$ cat config.mk
export PLATFORM = sky130hd
export DESIGN_NAME = dead_reckoning_3d_step
export DESIGN_NICKNAME = d
export VERILOG_FILES = /design/src/design/dr3d_pkg.sv /design/src/design/dr3d_ctrl.sv /design/src/design/dr3d_datapath.sv /design/src/design/dead_reckoning_3d_step.sv
export SDC_FILE = /design/constraint.sdc
export NUM_CORES = 2
export LEC_CHECK = 0
export BUFFER_PORTS_ARGS = -buffer_cell sky130_fd_sc_hd__buf_4
export CAP_MARGIN = 20
export CORE_MARGIN = 5
export CORE_UTILIZATION = 50
export CTS_BUF_LIST = sky130_fd_sc_hd__clkbuf_2 sky130_fd_sc_hd__clkbuf_4 sky130_fd_sc_hd__clkbuf_8
export DETAILED_ROUTE_END_ITERATION = 16
export PLACE_DENSITY_LB_ADDON = 0.05
export SLEW_MARGIN = 40
export SYNTH_ARGS = -nofsm -noshare
export SYNTH_HDL_FRONTEND = slang
export SYNTH_HIERARCHICAL = 1
export SYNTH_SLANG_ARGS = --single-unit
$ cat constraint.sdc
create_clock -name clock -period 14.4 [get_ports clock]
set_clock_uncertainty 0.1 [all_clocks]
set_input_delay 2.88 -clock clock [delete_from_list [all_inputs] [get_ports clock]]
set_output_delay 2.88 -clock clock [all_outputs]
set_load 0.03 [all_outputs]
$ cat src/design/dr3d_pkg.sv
// Package with shared constants, types and arithmetic helpers of the dead-reckoning step.
package dr3d_pkg;

   localparam int POS_WIDTH_DEF = 40;

   // Field widths of one input item and one result item.
   localparam int TIME_W  = 48;
   localparam int YAW_W   = 20;
   localparam int SPD_W   = 18;
   localparam int ANG_W   = 18;
   localparam int THR_W   = 17;
   localparam int CSR_W   = 17;

   // CORDIC working widths (Q20 angles and coordinates).
   localparam int XW       = 24;
   localparam int ZW       = 25;
   localparam int NLANE    = 2;
   localparam int CORDIC_N = 20;
   localparam int CNT_W    = 5;

   // Shared multiplier and position increment widths.
   localparam int MUL_W  = 30;
   localparam int PROD_W = 2 * MUL_W;
   localparam int INC_W  = 48;

   localparam logic signed [ZW-1:0] Q20_PI      = 25'sd3294199;
   localparam logic signed [ZW-1:0] Q20_HALF_PI = 25'sd1647099;
   localparam logic signed [ZW-1:0] Q20_TWO_PI  = 25'sd6588398;
   localparam logic signed [XW-1:0] CORDIC_GAIN = 24'sd636751;
   localparam logic signed [PROD_W-1:0] HALF_Q20 = 60'sd524288;

   // Configuration register indexes.
   localparam logic CSR_REVERSE_MOUNT = 1'b0;
   localparam logic CSR_STOP_THRESH   = 1'b1;

   // Steps of the multiply sequence. Each step starts one product and
   // consumes the product started in the step before.
   localparam logic [CNT_W-1:0] MS_SHCP = 5'd0;
   localparam logic [CNT_W-1:0] MS_CHCP = 5'd1;
   localparam logic [CNT_W-1:0] MS_E    = 5'd2;
   localparam logic [CNT_W-1:0] MS_N    = 5'd3;
   localparam logic [CNT_W-1:0] MS_U    = 5'd4;
   localparam logic [CNT_W-1:0] MS_EHI  = 5'd5;
   localparam logic [CNT_W-1:0] MS_ELO  = 5'd6;
   localparam logic [CNT_W-1:0] MS_NHI  = 5'd7;
   localparam logic [CNT_W-1:0] MS_NLO  = 5'd8;
   localparam logic [CNT_W-1:0] MS_UHI  = 5'd9;
   localparam logic [CNT_W-1:0] MS_ULO  = 5'd10;
   localparam logic [CNT_W-1:0] MS_UINC = 5'd11;
   localparam logic [CNT_W-1:0] MS_UPOS = 5'd12;
   localparam logic [CNT_W-1:0] CORDIC_LAST = 5'd19;

   typedef struct packed {
      logic             load;
      logic             cordic_en;
      logic             mul_en;
      logic [CNT_W-1:0] cnt;
      logic             out_load;
   } ctl_cmd_type;

   typedef struct packed {
      logic armed;
      logic pos_en;
   } ctl_status_type;

   typedef struct packed {
      logic                 neg;
      logic signed [ZW-1:0] z;
   } cordic_init_type;

   function automatic logic signed [ZW-1:0] atan_q20(input logic [CNT_W-1:0] idx);
      logic signed [ZW-1:0] r;
      case (idx)
         5'd0:    r = 25'sd823550;
         5'd1:    r = 25'sd486170;
         5'd2:    r = 25'sd256879;
         5'd3:    r = 25'sd130396;
         5'd4:    r = 25'sd65451;
         5'd5:    r = 25'sd32757;
         5'd6:    r = 25'sd16383;
         5'd7:    r = 25'sd8192;
         5'd8:    r = 25'sd4096;
         5'd9:    r = 25'sd2048;
         5'd10:   r = 25'sd1024;
         5'd11:   r = 25'sd512;
         5'd12:   r = 25'sd256;
         5'd13:   r = 25'sd128;
         5'd14:   r = 25'sd64;
         5'd15:   r = 25'sd32;
         5'd16:   r = 25'sd16;
         5'd17:   r = 25'sd8;
         5'd18:   r = 25'sd4;
         5'd19:   r = 25'sd2;
         default: r = '0;
      endcase
      return r;
   endfunction

   // Scale to Q20, wrap once into [-pi, pi] and fold into [-pi/2, pi/2].
   function automatic cordic_init_type cordic_prep(input logic signed [ANG_W-1:0] ang);
      cordic_init_type r;
      logic signed [ZW-1:0] z;
      z = ZW'(ang) <<< 5;
      if (z > Q20_PI) z = z - Q20_TWO_PI;
      if (z < -Q20_PI) z = z + Q20_TWO_PI;
      r.neg = 1'b0;
      if (z > Q20_HALF_PI) begin
         z = z - Q20_PI;
         r.neg = 1'b1;
      end else if (z < -Q20_HALF_PI) begin
         z = z + Q20_PI;
         r.neg = 1'b1;
      end
      r.z = z;
      return r;
   endfunction

   function automatic logic signed [SPD_W-1:0] sat_spd(input logic signed [PROD_W-21:0] v);
      logic signed [SPD_W-1:0] r;
      if (v > 40'sd131071) r = 18'sh1FFFF;
      else if (v < -40'sd131072) r = 18'sh20000;
      else r = v[SPD_W-1:0];
      return r;
   endfunction

   function automatic logic signed [YAW_W-1:0] sat_yaw(input logic signed [YAW_W+1:0] v);
      logic signed [YAW_W-1:0] r;
      if (v > 22'sd524287) r = 20'sh7FFFF;
      else if (v < -22'sd524288) r = 20'sh80000;
      else r = v[YAW_W-1:0];
      return r;
   endfunction

endpackage

$ cat src/design/dr3d_ctrl.sv
// Sequencer of the dead-reckoning step: accept, CORDIC iterations and multiply steps (once armed), output.
module dr3d_ctrl (
   input  logic                     clock,
   input  logic                     reset,
   input  logic                     req_tvalid,
   output logic                     req_tready,
   output logic                     rsp_tvalid,
   input  logic                     rsp_tready,
   input  dr3d_pkg::ctl_status_type status,
   output dr3d_pkg::ctl_cmd_type    cmd
);
   import dr3d_pkg::*;

   localparam logic [1:0] S_IDLE   = 2'd0;
   localparam logic [1:0] S_CORDIC = 2'd1;
   localparam logic [1:0] S_MUL    = 2'd2;
   localparam logic [1:0] S_DONE   = 2'd3;

   logic [1:0]       state_ff, state_in;
   logic [CNT_W-1:0] cnt_ff, cnt_in;
   logic             vld_ff, vld_in;
   logic             accept;
   logic             out_free;

   assign req_tready = (state_ff == S_IDLE);
   assign rsp_tvalid = vld_ff;
   assign accept     = req_tvalid && req_tready;
   assign out_free   = !vld_ff || rsp_tready;

   always_comb begin
      state_in     = state_ff;
      cnt_in       = cnt_ff;
      vld_in       = vld_ff && !rsp_tready;
      cmd          = '0;
      cmd.cnt      = cnt_ff;
      unique case (state_ff)
         S_IDLE: begin
            if (accept) begin
               cmd.load = 1'b1;
               cnt_in   = '0;
               state_in = status.armed ? S_CORDIC : S_DONE;
            end
         end
         S_CORDIC: begin
            cmd.cordic_en = 1'b1;
            cnt_in        = cnt_ff + 1'b1;
            if (cnt_ff == CORDIC_LAST) begin
               cnt_in   = '0;
               state_in = S_MUL;
            end
         end
         S_MUL: begin
            cmd.mul_en = 1'b1;
            cnt_in     = cnt_ff + 1'b1;
            if (cnt_ff == (status.pos_en ? MS_UPOS : MS_EHI)) begin
               state_in = S_DONE;
            end
         end
         S_DONE: begin
            if (out_free) begin
               cmd.out_load = 1'b1;
               vld_in       = 1'b1;
               state_in     = S_IDLE;
            end
         end
         default: state_in = S_IDLE;
      endcase
   end

   always_ff @(posedge clock) begin
      if (reset) begin
         state_ff <= S_IDLE;
         cnt_ff   <= '0;
         vld_ff   <= 1'b0;
      end else begin
         state_ff <= state_in;
         cnt_ff   <= cnt_in;
         vld_ff   <= vld_in;
      end
   end

endmodule

$ cat src/design/dr3d_datapath.sv
// Datapath of the dead-reckoning step: yaw correction, CORDIC lanes, shared multiplier, state.
module dr3d_datapath #(
   parameter int POS_WIDTH = dr3d_pkg::POS_WIDTH_DEF
) (
   input  logic                                  clock,
   input  logic                                  reset,
   input  logic                                  csr_we,
   input  logic                                  csr_index,
   input  logic [dr3d_pkg::CSR_W-1:0]            csr_wdata,
   input  dr3d_pkg::ctl_cmd_type                 cmd,
   output dr3d_pkg::ctl_status_type              status,
   input  logic [dr3d_pkg::TIME_W-1:0]           sample_time,
   input  logic signed [dr3d_pkg::YAW_W-1:0]     raw_yaw_rate,
   input  logic signed [dr3d_pkg::SPD_W-1:0]     speed,
   input  logic                                  speed_valid,
   input  logic signed [dr3d_pkg::ANG_W-1:0]     heading,
   input  logic                                  heading_valid,
   input  logic signed [dr3d_pkg::ANG_W-1:0]     pitch,
   input  logic signed [dr3d_pkg::YAW_W-1:0]     moving_offset,
   input  logic                                  moving_offset_valid,
   input  logic signed [dr3d_pkg::YAW_W-1:0]     stopped_offset,
   output logic signed [dr3d_pkg::YAW_W-1:0]     yaw_rate_out,
   output logic signed [dr3d_pkg::SPD_W-1:0]     speed_out,
   output logic signed [dr3d_pkg::SPD_W-1:0]     vel_east,
   output logic signed [dr3d_pkg::SPD_W-1:0]     vel_north,
   output logic signed [dr3d_pkg::SPD_W-1:0]     vel_up,
   output logic signed [POS_WIDTH-1:0]           pos_east,
   output logic signed [POS_WIDTH-1:0]           pos_north,
   output logic signed [POS_WIDTH-1:0]           pos_up,
   output logic                                  pos_valid
);
   import dr3d_pkg::*;

   localparam int SUM_W = ((POS_WIDTH > INC_W) ? POS_WIDTH : INC_W) + 1;

   // Configuration and persistent state.
   logic                     rev_ff;
   logic [THR_W-1:0]         thr_ff;
   logic [1:0]               sc_ff, sc_in;
   logic [TIME_W-1:0]        last_ff;
   logic signed [SPD_W-1:0]  vel_ff [3];
   logic signed [POS_WIDTH-1:0] pos_ff [3];
   logic                     pv_ff;

   // Per-item working registers.
   logic signed [YAW_W-1:0]  yaw_ff;
   logic signed [SPD_W-1:0]  spd_ff;
   logic [TIME_W-1:0]        adt_ff;
   logic                     dtneg_ff;
   logic                     posen_ff;
   logic signed [XW-1:0]     cx_ff [NLANE];
   logic signed [XW-1:0]     cy_ff [NLANE];
   logic signed [ZW-1:0]     cz_ff [NLANE];
   logic                     cneg_ff [NLANE];
   logic signed [XW-1:0]     cx_in [NLANE];
   logic signed [XW-1:0]     cy_in [NLANE];
   logic signed [ZW-1:0]     cz_in [NLANE];
   logic signed [PROD_W-1:0] prod_ff;
   logic signed [XW-1:0]     te_ff, tn_ff;
   logic [INC_W-1:0]         ph_ff;
   logic                     sgn_ff;
   logic signed [INC_W-1:0]  inc_ff;

   // Output registers.
   logic signed [YAW_W-1:0]     o_yaw_ff;
   logic signed [SPD_W-1:0]     o_spd_ff;
   logic signed [SPD_W-1:0]     o_vel_ff [3];
   logic signed [POS_WIDTH-1:0] o_pos_ff [3];
   logic                        o_pv_ff;

   // Combinational signals.
   logic signed [SPD_W:0]    spd_x;
   logic                     moving;
   logic signed [YAW_W+1:0]  yaw_sum;
   logic signed [TIME_W:0]   dt;
   cordic_init_type          ini_h, ini_p;
   logic signed [XW-1:0]     sh, ch, sp, cp;
   logic [1:0]               vaxis, paxis;
   logic signed [SPD_W-1:0]  vsel;
   logic [SPD_W-1:0]         av;
   logic signed [MUL_W-1:0]  mul_a, mul_b;
   logic signed [PROD_W-1:0] prod_rnd;
   logic signed [PROD_W-21:0] q;
   logic [INC_W-1:0]         mag;
   logic signed [SUM_W-1:0]  sum;
   logic signed [POS_WIDTH-1:0] pos_sat;

   // Yaw correction and start counter, evaluated on the item being accepted.
   assign spd_x   = (SPD_W+1)'(speed);
   assign moving  = spd_x > $signed({2'b00, thr_ff});
   assign yaw_sum = (rev_ff ? (YAW_W+2)'(raw_yaw_rate) : -(YAW_W+2)'(raw_yaw_rate))
                  + ((moving && moving_offset_valid) ? (YAW_W+2)'(moving_offset)
                                                     : (YAW_W+2)'(stopped_offset));
   assign dt      = $signed({1'b0, sample_time}) - $signed({1'b0, last_ff});
   assign ini_h   = cordic_prep(heading);
   assign ini_p   = cordic_prep(pitch);

   always_comb begin
      sc_in = sc_ff;
      if (sc_ff == 2'd0 && speed_valid && heading_valid) sc_in = 2'd1;
      else if (sc_ff == 2'd1) sc_in = 2'd2;
   end

   assign status.armed  = (sc_in == 2'd2);
   assign status.pos_en = posen_ff;

   // One rotation step on both lanes (lane 0 heading, lane 1 pitch).
   always_comb begin
      for (int l = 0; l < NLANE; l++) begin
         if (cz_ff[l] >= 0) begin
            cx_in[l] = cx_ff[l] - (cy_ff[l] >>> cmd.cnt);
            cy_in[l] = cy_ff[l] + (cx_ff[l] >>> cmd.cnt);
            cz_in[l] = cz_ff[l] - atan_q20(cmd.cnt);
         end else begin
            cx_in[l] = cx_ff[l] + (cy_ff[l] >>> cmd.cnt);
            cy_in[l] = cy_ff[l] - (cx_ff[l] >>> cmd.cnt);
            cz_in[l] = cz_ff[l] + atan_q20(cmd.cnt);
         end
      end
   end

   assign sh = cneg_ff[0] ? -cy_ff[0] : cy_ff[0];
   assign ch = cneg_ff[0] ? -cx_ff[0] : cx_ff[0];
   assign sp = cneg_ff[1] ? -cy_ff[1] : cy_ff[1];
   assign cp = cneg_ff[1] ? -cx_ff[1] : cx_ff[1];

   always_comb begin
      case (cmd.cnt)
         MS_EHI, MS_ELO: vaxis = 2'd0;
         MS_NHI, MS_NLO: vaxis = 2'd1;
         default:        vaxis = 2'd2;
      endcase
      case (cmd.cnt)
         MS_NLO:  paxis = 2'd0;
         MS_ULO:  paxis = 2'd1;
         default: paxis = 2'd2;
      endcase
   end

   assign vsel = vel_ff[vaxis];
   assign av   = vsel[SPD_W-1] ? SPD_W'(-vsel) : SPD_W'(vsel);

   // Operand selection for the shared multiplier.
   always_comb begin
      case (cmd.cnt)
         MS_SHCP: begin mul_a = MUL_W'(sh);    mul_b = MUL_W'(cp); end
         MS_CHCP: begin mul_a = MUL_W'(ch);    mul_b = MUL_W'(cp); end
         MS_E:    begin mul_a = MUL_W'(spd_ff); mul_b = MUL_W'(te_ff); end
         MS_N:    begin mul_a = MUL_W'(spd_ff); mul_b = MUL_W'(tn_ff); end
         MS_U:    begin mul_a = MUL_W'(spd_ff); mul_b = MUL_W'(sp); end
         MS_EHI, MS_NHI, MS_UHI: begin
            mul_a = $signed({{(MUL_W-SPD_W){1'b0}}, av});
            mul_b = $signed({{(MUL_W-TIME_W+20){1'b0}}, adt_ff[TIME_W-1:20]});
         end
         MS_ELO, MS_NLO, MS_ULO: begin
            mul_a = $signed({{(MUL_W-SPD_W){1'b0}}, av});
            mul_b = $signed({{(MUL_W-20){1'b0}}, adt_ff[19:0]});
         end
         default: begin mul_a = '0; mul_b = '0; end
      endcase
   end

   assign prod_rnd = prod_ff + HALF_Q20;
   assign q        = prod_rnd[PROD_W-1:20];
   assign mag      = ph_ff + INC_W'(q);
   assign sum      = SUM_W'(pos_ff[paxis]) + SUM_W'(inc_ff);

   // Saturate to POS_WIDTH signed bits: overflow when the top bits disagree.
   always_comb begin
      if (sum[SUM_W-1:POS_WIDTH-1] == '0 || sum[SUM_W-1:POS_WIDTH-1] == '1) begin
         pos_sat = sum[POS_WIDTH-1:0];
      end else if (sum[SUM_W-1]) begin
         pos_sat = {1'b1, {(POS_WIDTH-1){1'b0}}};
      end else begin
         pos_sat = {1'b0, {(POS_WIDTH-1){1'b1}}};
      end
   end

   // State with reset.
   always_ff @(posedge clock) begin
      if (reset) begin
         rev_ff  <= 1'b0;
         thr_ff  <= THR_W'(10);
         sc_ff   <= '0;
         last_ff <= '0;
         pv_ff   <= 1'b0;
         o_pv_ff <= 1'b0;
         for (int k = 0; k < 3; k++) begin
            vel_ff[k] <= '0;
            pos_ff[k] <= '0;
         end
      end else begin
         if (csr_we) begin
            unique case (csr_index)
               CSR_REVERSE_MOUNT: rev_ff <= csr_wdata[0];
               CSR_STOP_THRESH:   thr_ff <= csr_wdata[THR_W-1:0];
               default: ;
            endcase
         end
         if (cmd.load) begin
            sc_ff   <= sc_in;
            last_ff <= sample_time;
         end
         if (cmd.mul_en) begin
            case (cmd.cnt)
               MS_N:    vel_ff[0] <= sat_spd(q);
               MS_U:    vel_ff[1] <= sat_spd(q);
               MS_EHI:  vel_ff[2] <= sat_spd(q);
               MS_NLO, MS_ULO: pos_ff[paxis] <= pos_sat;
               MS_UPOS: begin
                  pos_ff[paxis] <= pos_sat;
                  pv_ff         <= 1'b1;
               end
               default: ;
            endcase
         end
         if (cmd.out_load) o_pv_ff <= pv_ff;
      end
   end

   // Working and output payload registers.
   always_ff @(posedge clock) begin
      if (cmd.load) begin
         yaw_ff     <= sat_yaw(yaw_sum);
         spd_ff     <= speed;
         dtneg_ff   <= dt[TIME_W];
         adt_ff     <= dt[TIME_W] ? TIME_W'(-dt) : dt[TIME_W-1:0];
         posen_ff   <= (sc_in == 2'd2) && (speed > 0) && (last_ff != '0);
         cx_ff[0]   <= CORDIC_GAIN;
         cy_ff[0]   <= '0;
         cz_ff[0]   <= ini_h.z;
         cneg_ff[0] <= ini_h.neg;
         cx_ff[1]   <= CORDIC_GAIN;
         cy_ff[1]   <= '0;
         cz_ff[1]   <= ini_p.z;
         cneg_ff[1] <= ini_p.neg;
      end else if (cmd.cordic_en) begin
         for (int l = 0; l < NLANE; l++) begin
            cx_ff[l] <= cx_in[l];
            cy_ff[l] <= cy_in[l];
            cz_ff[l] <= cz_in[l];
         end
      end
      if (cmd.mul_en) begin
         prod_ff <= mul_a * mul_b;
         case (cmd.cnt)
            MS_CHCP: te_ff <= q[XW-1:0];
            MS_E:    tn_ff <= q[XW-1:0];
            MS_ELO, MS_NLO, MS_ULO: begin
               ph_ff  <= prod_ff[INC_W-1:0];
               sgn_ff <= vsel[SPD_W-1] != dtneg_ff;
            end
            MS_NHI, MS_UHI, MS_UINC: inc_ff <= sgn_ff ? -$signed(mag) : $signed(mag);
            default: ;
         endcase
      end
      if (cmd.out_load) begin
         o_yaw_ff <= yaw_ff;
         o_spd_ff <= spd_ff;
         for (int k = 0; k < 3; k++) begin
            o_vel_ff[k] <= vel_ff[k];
            o_pos_ff[k] <= pos_ff[k];
         end
      end
   end

   assign yaw_rate_out = o_yaw_ff;
   assign speed_out    = o_spd_ff;
   assign vel_east     = o_vel_ff[0];
   assign vel_north    = o_vel_ff[1];
   assign vel_up       = o_vel_ff[2];
   assign pos_east     = o_pos_ff[0];
   assign pos_north    = o_pos_ff[1];
   assign pos_up       = o_pos_ff[2];
   assign pos_valid    = o_pv_ff;

endmodule

$ cat src/design/dead_reckoning_3d_step.sv
// Top level of the dead-reckoning step: stream ports, sequencer and datapath.
//
// Each accepted item is one IMU sample; it produces exactly one result item holding the
// offset-corrected yaw rate, the speed, the held East/North/Up velocity, the saturating
// relative position and a flag that is set once a position step has happened. The block
// works on one item at a time. Until the start counter is armed, the output register is
// loaded from the done state as soon as it is free, and the next item can be taken after
// that. Once armed, two 20-step CORDIC lanes (heading and pitch) run side by side, then
// one shared 30x30 multiplier runs 6 steps for the velocities, or 13 steps when a position
// step is also due, followed by the load of the output register once it is free. How long
// an armed item occupies the block is set by the CORDIC iterations and the single
// multiplier. The result sits in an output register, so a new item is accepted while the
// previous result still waits to be taken. Configuration writes land at once and are meant
// to be made while the block is idle.
module dead_reckoning_3d_step #(
   parameter int POS_WIDTH = dr3d_pkg::POS_WIDTH_DEF
) (
   input  logic         clock,
   input  logic         reset,
   // Input item: sample_time, raw_yaw_rate, speed, heading, pitch,
   // moving_offset, stopped_offset, zero fill.
   input  logic [167:0] req_tdata,
   // Input flags: speed_valid, heading_valid, moving_offset_valid.
   input  logic [2:0]   req_tuser,
   input  logic         req_tvalid,
   output logic         req_tready,
   // Result item: yaw_rate_out, speed_out, vel_east, vel_north, vel_up,
   // pos_east, pos_north, pos_up, zero fill.
   output logic [((92 + 3 * POS_WIDTH + 7) / 8) * 8 - 1:0] rsp_tdata,
   // Result flag: pos_valid.
   output logic [0:0]   rsp_tuser,
   output logic         rsp_tvalid,
   input  logic         rsp_tready,
   input  logic         csr_we,
   input  logic         csr_index,
   input  logic [16:0]  csr_wdata
);
   import dr3d_pkg::*;

   localparam int RSP_BITS = 92 + 3 * POS_WIDTH;
   localparam int RSP_W    = ((RSP_BITS + 7) / 8) * 8;

   ctl_cmd_type    cmd;
   ctl_status_type status;

   logic signed [YAW_W-1:0]     yaw_rate_out;
   logic signed [SPD_W-1:0]     speed_out, vel_east, vel_north, vel_up;
   logic signed [POS_WIDTH-1:0] pos_east, pos_north, pos_up;
   logic                        pos_valid;

   dr3d_ctrl u_ctrl (
      .clock      (clock),
      .reset      (reset),
      .req_tvalid (req_tvalid),
      .req_tready (req_tready),
      .rsp_tvalid (rsp_tvalid),
      .rsp_tready (rsp_tready),
      .status     (status),
      .cmd        (cmd)
   );

   dr3d_datapath #(
      .POS_WIDTH (POS_WIDTH)
   ) u_datapath (
      .clock               (clock),
      .reset               (reset),
      .csr_we              (csr_we),
      .csr_index           (csr_index),
      .csr_wdata           (csr_wdata),
      .cmd                 (cmd),
      .status              (status),
      .sample_time         (req_tdata[47:0]),
      .raw_yaw_rate        ($signed(req_tdata[67:48])),
      .speed               ($signed(req_tdata[85:68])),
      .speed_valid         (req_tuser[0]),
      .heading             ($signed(req_tdata[103:86])),
      .heading_valid       (req_tuser[1]),
      .pitch               ($signed(req_tdata[121:104])),
      .moving_offset       ($signed(req_tdata[141:122])),
      .moving_offset_valid (req_tuser[2]),
      .stopped_offset      ($signed(req_tdata[161:142])),
      .yaw_rate_out        (yaw_rate_out),
      .speed_out           (speed_out),
      .vel_east            (vel_east),
      .vel_north           (vel_north),
      .vel_up              (vel_up),
      .pos_east            (pos_east),
      .pos_north           (pos_north),
      .pos_up              (pos_up),
      .pos_valid           (pos_valid)
   );

   assign rsp_tdata = RSP_W'({pos_up, pos_north, pos_east, vel_up, vel_north, vel_east,
                              speed_out, yaw_rate_out});
   assign rsp_tuser = pos_valid;

`ifndef SYNTHESIS
   // One item at a time: right after an acceptance the input side is closed.
   a_one_item: assert property (@(posedge clock) disable iff (reset)
      req_tvalid && req_tready |=> !req_tready)
      else $error("input accepted while an item is still in work");

   // The position flag never falls once a position step has been reported.
   a_pos_sticky: assert property (@(posedge clock) disable iff (reset)
      $past(rsp_tuser[0]) |-> rsp_tuser[0])
      else $error("pos_valid fell without reset");

   // A new result is only loaded when the output register is free.
   a_no_overwrite: assert property (@(posedge clock) disable iff (reset)
      cmd.out_load |-> !rsp_tvalid || rsp_tready)
      else $error("result overwritten before it was taken");
`endif

endmodule

# == After elaboration in Yosys (flattened, before gate mapping) ==
# Memory sizes are Yosys's and may differ from the RTL's. A register that Yosys moved wholly into a read port is not among the register bits.
# Cells that the tools add are included.
# totals
memories,12
wordCells,280
rom_bits,2560
latch_bits,0
ff_bits,409
in_bits,194
mem_bits_rw,496
output_inout_bits,219
# classes
n_lt_le_gt_ge,16
eq_ne,25
muxes,119
bitwise,11
shifts,4
n_addsub,34
mul,1
n_reduce_logical,36
n_div,0
# mem_list
name,words,width,rd,rd_ports_with_merged_regs,wr,line,source
(name not given),32,20,1,1,0,dr3d_pkg.sv:73,case (idx)
(name not given),32,20,1,1,0,dr3d_pkg.sv:73,
(name not given),32,20,1,1,0,dr3d_pkg.sv:73,
(name not given),32,20,1,1,0,dr3d_pkg.sv:73,
u_datapath.o_pos_ff,3,40,3,0,3,dr3d_datapath.sv:68,logic signed [POS_WIDTH-1:0] o_pos_ff [3];
u_datapath.pos_ff,3,40,4,0,3,dr3d_datapath.sv:42,logic signed [POS_WIDTH-1:0] pos_ff [3];
+6 memories,-,-,-,-,-,-,
# op_table
cell,n
$mux W25,16
$mux W24,12
$mux W18,15
$pmux W30 S6,1
$mux W40,4
$pmux W30 S4,1
$add A24 B24 Y24,4
$mux W48,2
$neg A24 Y24,4
$neg A48 Y48,2
$sshr A24 B5 Y24,4
$sub A24 B24 Y24,4
$add A60 B21 Y60 const B,1
$mul A30 B30 Y60,1
$add A25 B23 Y25 const B,2
$add A25 B24 Y25 const B,2
$add A25 B25 Y25,2
$ge A25 B1 Y1 const B,2
$gt A25 B22 Y1 const B,2
$lt A25 B22 Y1 const B,2
$lt A25 B23 Y1 const B,2
$mux W5,10
$sub A23 B24 Y25 const B,2
$sub A25 B23 Y25 const B,2
other kinds (51),147

# == Depth between registers and ports, before layout ==
# depth
depth_word,9
depth_mapped,50
ltp_nobuf,44

# == Cells and area by module ==
# Netlist, hierarchy kept.
# modules_own_cells
mod,area_per_inst_um2,cells_each,n_inst,seq_area_each_um2
dr3d_datapath,94807.2,10142,1,26235.2
dr3d_ctrl,540.5,55,1,160.2
dead_reckoning_3d_step,33.8,5,1,0.0

# == Least setup slack after synthesis ==
# Ideal clock, no wire load.
# synth_timing
kind,input -> register
startpoint,input port rsp_tready
endpoint,"register u_datapath.o_pv_ff, in the netlist u_datapath/pos_valid"
arrival_time_ns,13.142
n_path_buf,0
cell_stages,4
required_ns,14.168
path_slack_ns,1.025
setup_ns,0.132
cell_sequence,nor2b_1 -> nor2b_1 -> mux2i_1 -> nor2_1
# synth_lines
element,line,source
start: declaration,dead_reckoning_3d_step.sv:33,"input logic rsp_tready,"
end signal: assignment,dr3d_datapath.sv:217,if (cmd.out_load) o_pv_ff <= pv_ff;
end: declaration,dr3d_datapath.sv:69,logic o_pv_ff;

# == Worst setup path in the final report ==
# layout_timing
startpoint,register u_ctrl.cnt_ff[0]
endpoint,"register u_datapath.prod_ff[45], data pin"
# layout_between
elab_chain_cells,8
word_cells_on_any_way,25
classes_between,1 x add/sub; 1 x mul; 10 x eq/ne; 4 x mux; 8 x reduce/logical; 1 x memory
# layout_rtl
element,line,source
start: declaration,dr3d_ctrl.sv:20,"logic [CNT_W-1:0] cnt_ff, cnt_in;"
start signal: assignment,dr3d_ctrl.sv:77,cnt_ff <= cnt_in;
$eq A5 B4 Y1 / $eq A5 B3 Y1 (equally long branches),"dr3d_datapath.sv:128, dr3d_datapath.sv:145",
$reduce_or A2 Y1,dr3d_datapath.sv:128,case (cmd.cnt)
$pmux W2 S2,dr3d_datapath.sv:128,
$mem_v2 Z3 W18,-,
$neg A18 Y18,dr3d_datapath.sv:141,assign av = vsel[SPD_W-1] ? SPD_W'(-vsel) : SPD_W'(vsel);
$mux W18,dr3d_datapath.sv:141,
$pmux W30 S4,dr3d_datapath.sv:145,case (cmd.cnt)
$mul A30 B30 Y60 (*),dr3d_datapath.sv:245,prod_ff <= mul_a * mul_b;
end signal: assignment,dr3d_datapath.sv:245,
end: declaration,dr3d_datapath.sv:58,logic signed [PROD_W-1:0] prod_ff;
# Mark *: on every way between the ends. The rest lies on a longest branch, timed or not.
# A chain may end at the register's enable or synchronous reset.

==> results.toml <==
[worst_setup_path]
path_class = "register to register"
critPathCaptureType = "register"
critPathLaunchType = "register"
crit_family = "adder cells"
required_ns = 14.95
cp_slowest_cell = "ha_1"
cpMostUsedCell = "fa_1"
slowest_delay_ns = 0.70
worst-path-max-fanout = 16
crit_arrival_ns = 13.83
reg2reg_setup_slack_ns = 1.12
cp_num_buf_inv = 8

[synthesis]
synth_area_leaders = "edfxtp_1 (26%), fa_1 (17%), ha_1 (7.1%)"
seq_area_frac_synth_pct = 27.7
yosys.area.top_type = "edfxtp_1"
synth_flop_cell = "edfxtp_1"
synth_cells = 10200
yosys.area.top_type_share_pct = 26.0
syn_avg_cell_area_um2 = 9.35
synthesis.area_mm2 = 0.0954
ys.warnings.count = 6
synthArstFlopShare_pct = 0
synth-edff-count = 827
ys_ff_latch = 905
ys_types = 136

[timing]
clock.fmax_mhz = 75.3
rsz0062_at_grt = "no"
layout_setup_ws_ns = 1.12
fin_crit_sh_pct = 92.2
slew_headroom_pct = 33.6
slew_viol_final = 0
tns_ns = 0
finalHoldViolCount = 0
min_period_ns = 13.28
finalSetupViolations = 0
tightest_slew_ns = 0.989

[placement]
dpl_worst_slack_ns = 1.33
portBuffers = 402
dp_hpwl_mm = 246
gp_congestion = 0.959

[clocking]
cts.clk_slew.worst_paths_ns = 0.06
cts-root-buf = "clkbuf_8"
cts_setup_buffers = 0
cts_tree = "done"
cts.path.max_buffers = 3
cts.sinks = 905
cts_htree_levels = 4
cts-buffers-inserted = 163
clkLatencyLatePin_ns = 0.97
holdBufCountCts = 0
cts_resized = 0

[grt]
antenna_found_initial = 12
grt_use_met2_pct = 47.5
grt_util_met3_pct = 6.43
grt_max_degree = 118
gr-total-overflow = 0
grt_pass1_wl_mm = 473
met1_usage_pct = 43.9
grt_pass1_vias = 76400
busiest_layer = "met2"
grt_util_all_layers_pct = 30.9

[drt]
via_per_inst = 5.93
vias = 77800
drtIter0Drc = 7106
dr.pass1.iters = 6
drc = 0
routedWlPerCell_um = 23.8
routed_wl_mm = 313
drtAntennaViolNets = 0

[die]
core-area_mm2 = 0.190
design.die.area_mm2 = 0.200
ios = 413
num_rows = 160
start_util_pct = 50.2
die_width_um = 447
die_h_um = 447

[job]
maxCapViolCount = 0

[run_status]
status = "completed"

[cells_and_area]
drive_gt1_share_pct = 11.6
fin_nets = 12000
area_growth_syn_to_layout_pct = 10.2
fill_cells = 17200

[worst_hold_path]
hold_class = "register to register"
==> cell families (layout without fill, tap and decap cells) <==
family,after synthesis,after routing,synth area share (%)
adder cells (fa/ha/maj),1370,1370,24.5
flip-flops,905,905,27.7
XOR/XNOR,761,761,7.02
multiplexers,322,322,4.56
buffers and inverters,1695,2098,6.86
AND/OR/NAND/NOR,3079,3079,14.8
AO/OA/AOI/OAI,2069,2069,14.5
other,1,9,0.00393
==> cell usage in the layout, fill, tap and decap left out, drive strengths merged, types with 168 or more instances in the layout <==
cell type and count:
mux2i 184, a21oi 481, edfxtp 827, ha 541
a21o 168, o21ai 474, o31ai 200, fa 829
nand2 1201, xnor2 445, buf 583, inv 1232
clkbuf 210, nor2 855, xor2 316
==> worst reg2reg max path, delay by kind of cell (launching register included) <==
family          cells  cell delay, ns
buf+inv             8            1.42
fa+ha+maj          10            5.26
mux                 1            0.28
compound gates     13            3.35
flops               1            0.37
xor+xnor            2            0.36
simple gates        7            1.86
==> path summary, 6_finish.rpt <==
check,depth (start not counted),start,end
min,0,u_datapath/yaw_ff[2],u_datapath/yaw_rate_out[2]
max,41,u_ctrl/cnt_ff[0],u_datapath/prod_ff[45]
min reg2reg,0,u_datapath/yaw_ff[2],u_datapath/yaw_rate_out[2]
max reg2reg,41,u_ctrl/cnt_ff[0],u_datapath/prod_ff[45]
==> through the flow <==
stage | area, um^2 | std cells | util (%) | hold WS [ns]
6_report | 105000 | 13100 | 55.3 | 0.310
5_1_grt | 105000 | 13100 | 55.3 | 0.317
4_1_cts | 105000 | 13100 | 55.3 | 0.310
3_5_place_dp | 102000 | 12800 | 53.4 | 0.305
3_3_place_gp | 101000 | 12800 | 53.3 | 0.303
2_1_floorplan | 95400 | 10200 | - | 0.300
==> cell type report <==
type	count	area [um^2]	area share [%]
Antenna cell	5	12.5	0.0119
Clock buffer	210	2620	2.49
Sequential cell	905	26400	25.1
Multi-Input combinational cell	7605	63000	60.0
Tap cell	2511	3140	2.99
Inverter	1221	4580	4.36
Timing Repair Buffer	583	4460	4.25
Clock inverter	84	843	0.802
==> synth_stat cells (87+ instances only) <==
| library cell | n |
|---|---|
| o21ai_0 | 446 |
| xnor2_1 | 443 |
| xor2_1 | 314 |
| mux2i_1 | 184 |
| nand2b_1 | 94 |
| or3_1 | 87 |
| nand3_1 | 163 |
| edfxtp_1 | 827 |
| o31ai_1 | 200 |
| a21o_1 | 167 |
| nor3_1 | 147 |
| fa_1 | 829 |
| clkbuf_1 | 346 |
| ha_1 | 541 |
| nor2_1 | 853 |
| inv_1 | 1214 |
| a21oi_1 | 479 |
| nand2_1 | 1200 |
==> flip-flops by register name, summed over array words and instances, names as in the netlist, 5 cells and up <==
signal,flops
u_datapath/cx_ff,48
u_datapath/thr_ff,17
u_datapath/vel_ff,54
u_datapath/last_ff,48
u_datapath/cy_ff,48
u_datapath/adt_ff,48
u_datapath/tn_ff,24
u_datapath/inc_ff,48
u_ctrl/cnt_ff,5
u_datapath/o_vel_ff,54
u_datapath/yaw_ff,20
u_datapath/te_ff,24
u_datapath/o_pos_ff,120
u_datapath/yaw_rate_out,20
u_datapath/spd_ff,18
u_datapath/speed_out,18
u_datapath/cz_ff,50
u_datapath/ph_ff,48
u_datapath/pos_ff,120
u_datapath/prod_ff,60
==> layer usage <==
layer,routed length [um],share of wire [%],vias to the layer above
met1,137000,44,38300
li1,-,-,35700
met5,95,0.030,-
met3,26900,8.6,566
met4,11400,3.7,12
met2,138000,44,3129
Power is not shown: default switching activity piles up to over one toggle a cycle in this logic, so the estimate is an artifact.
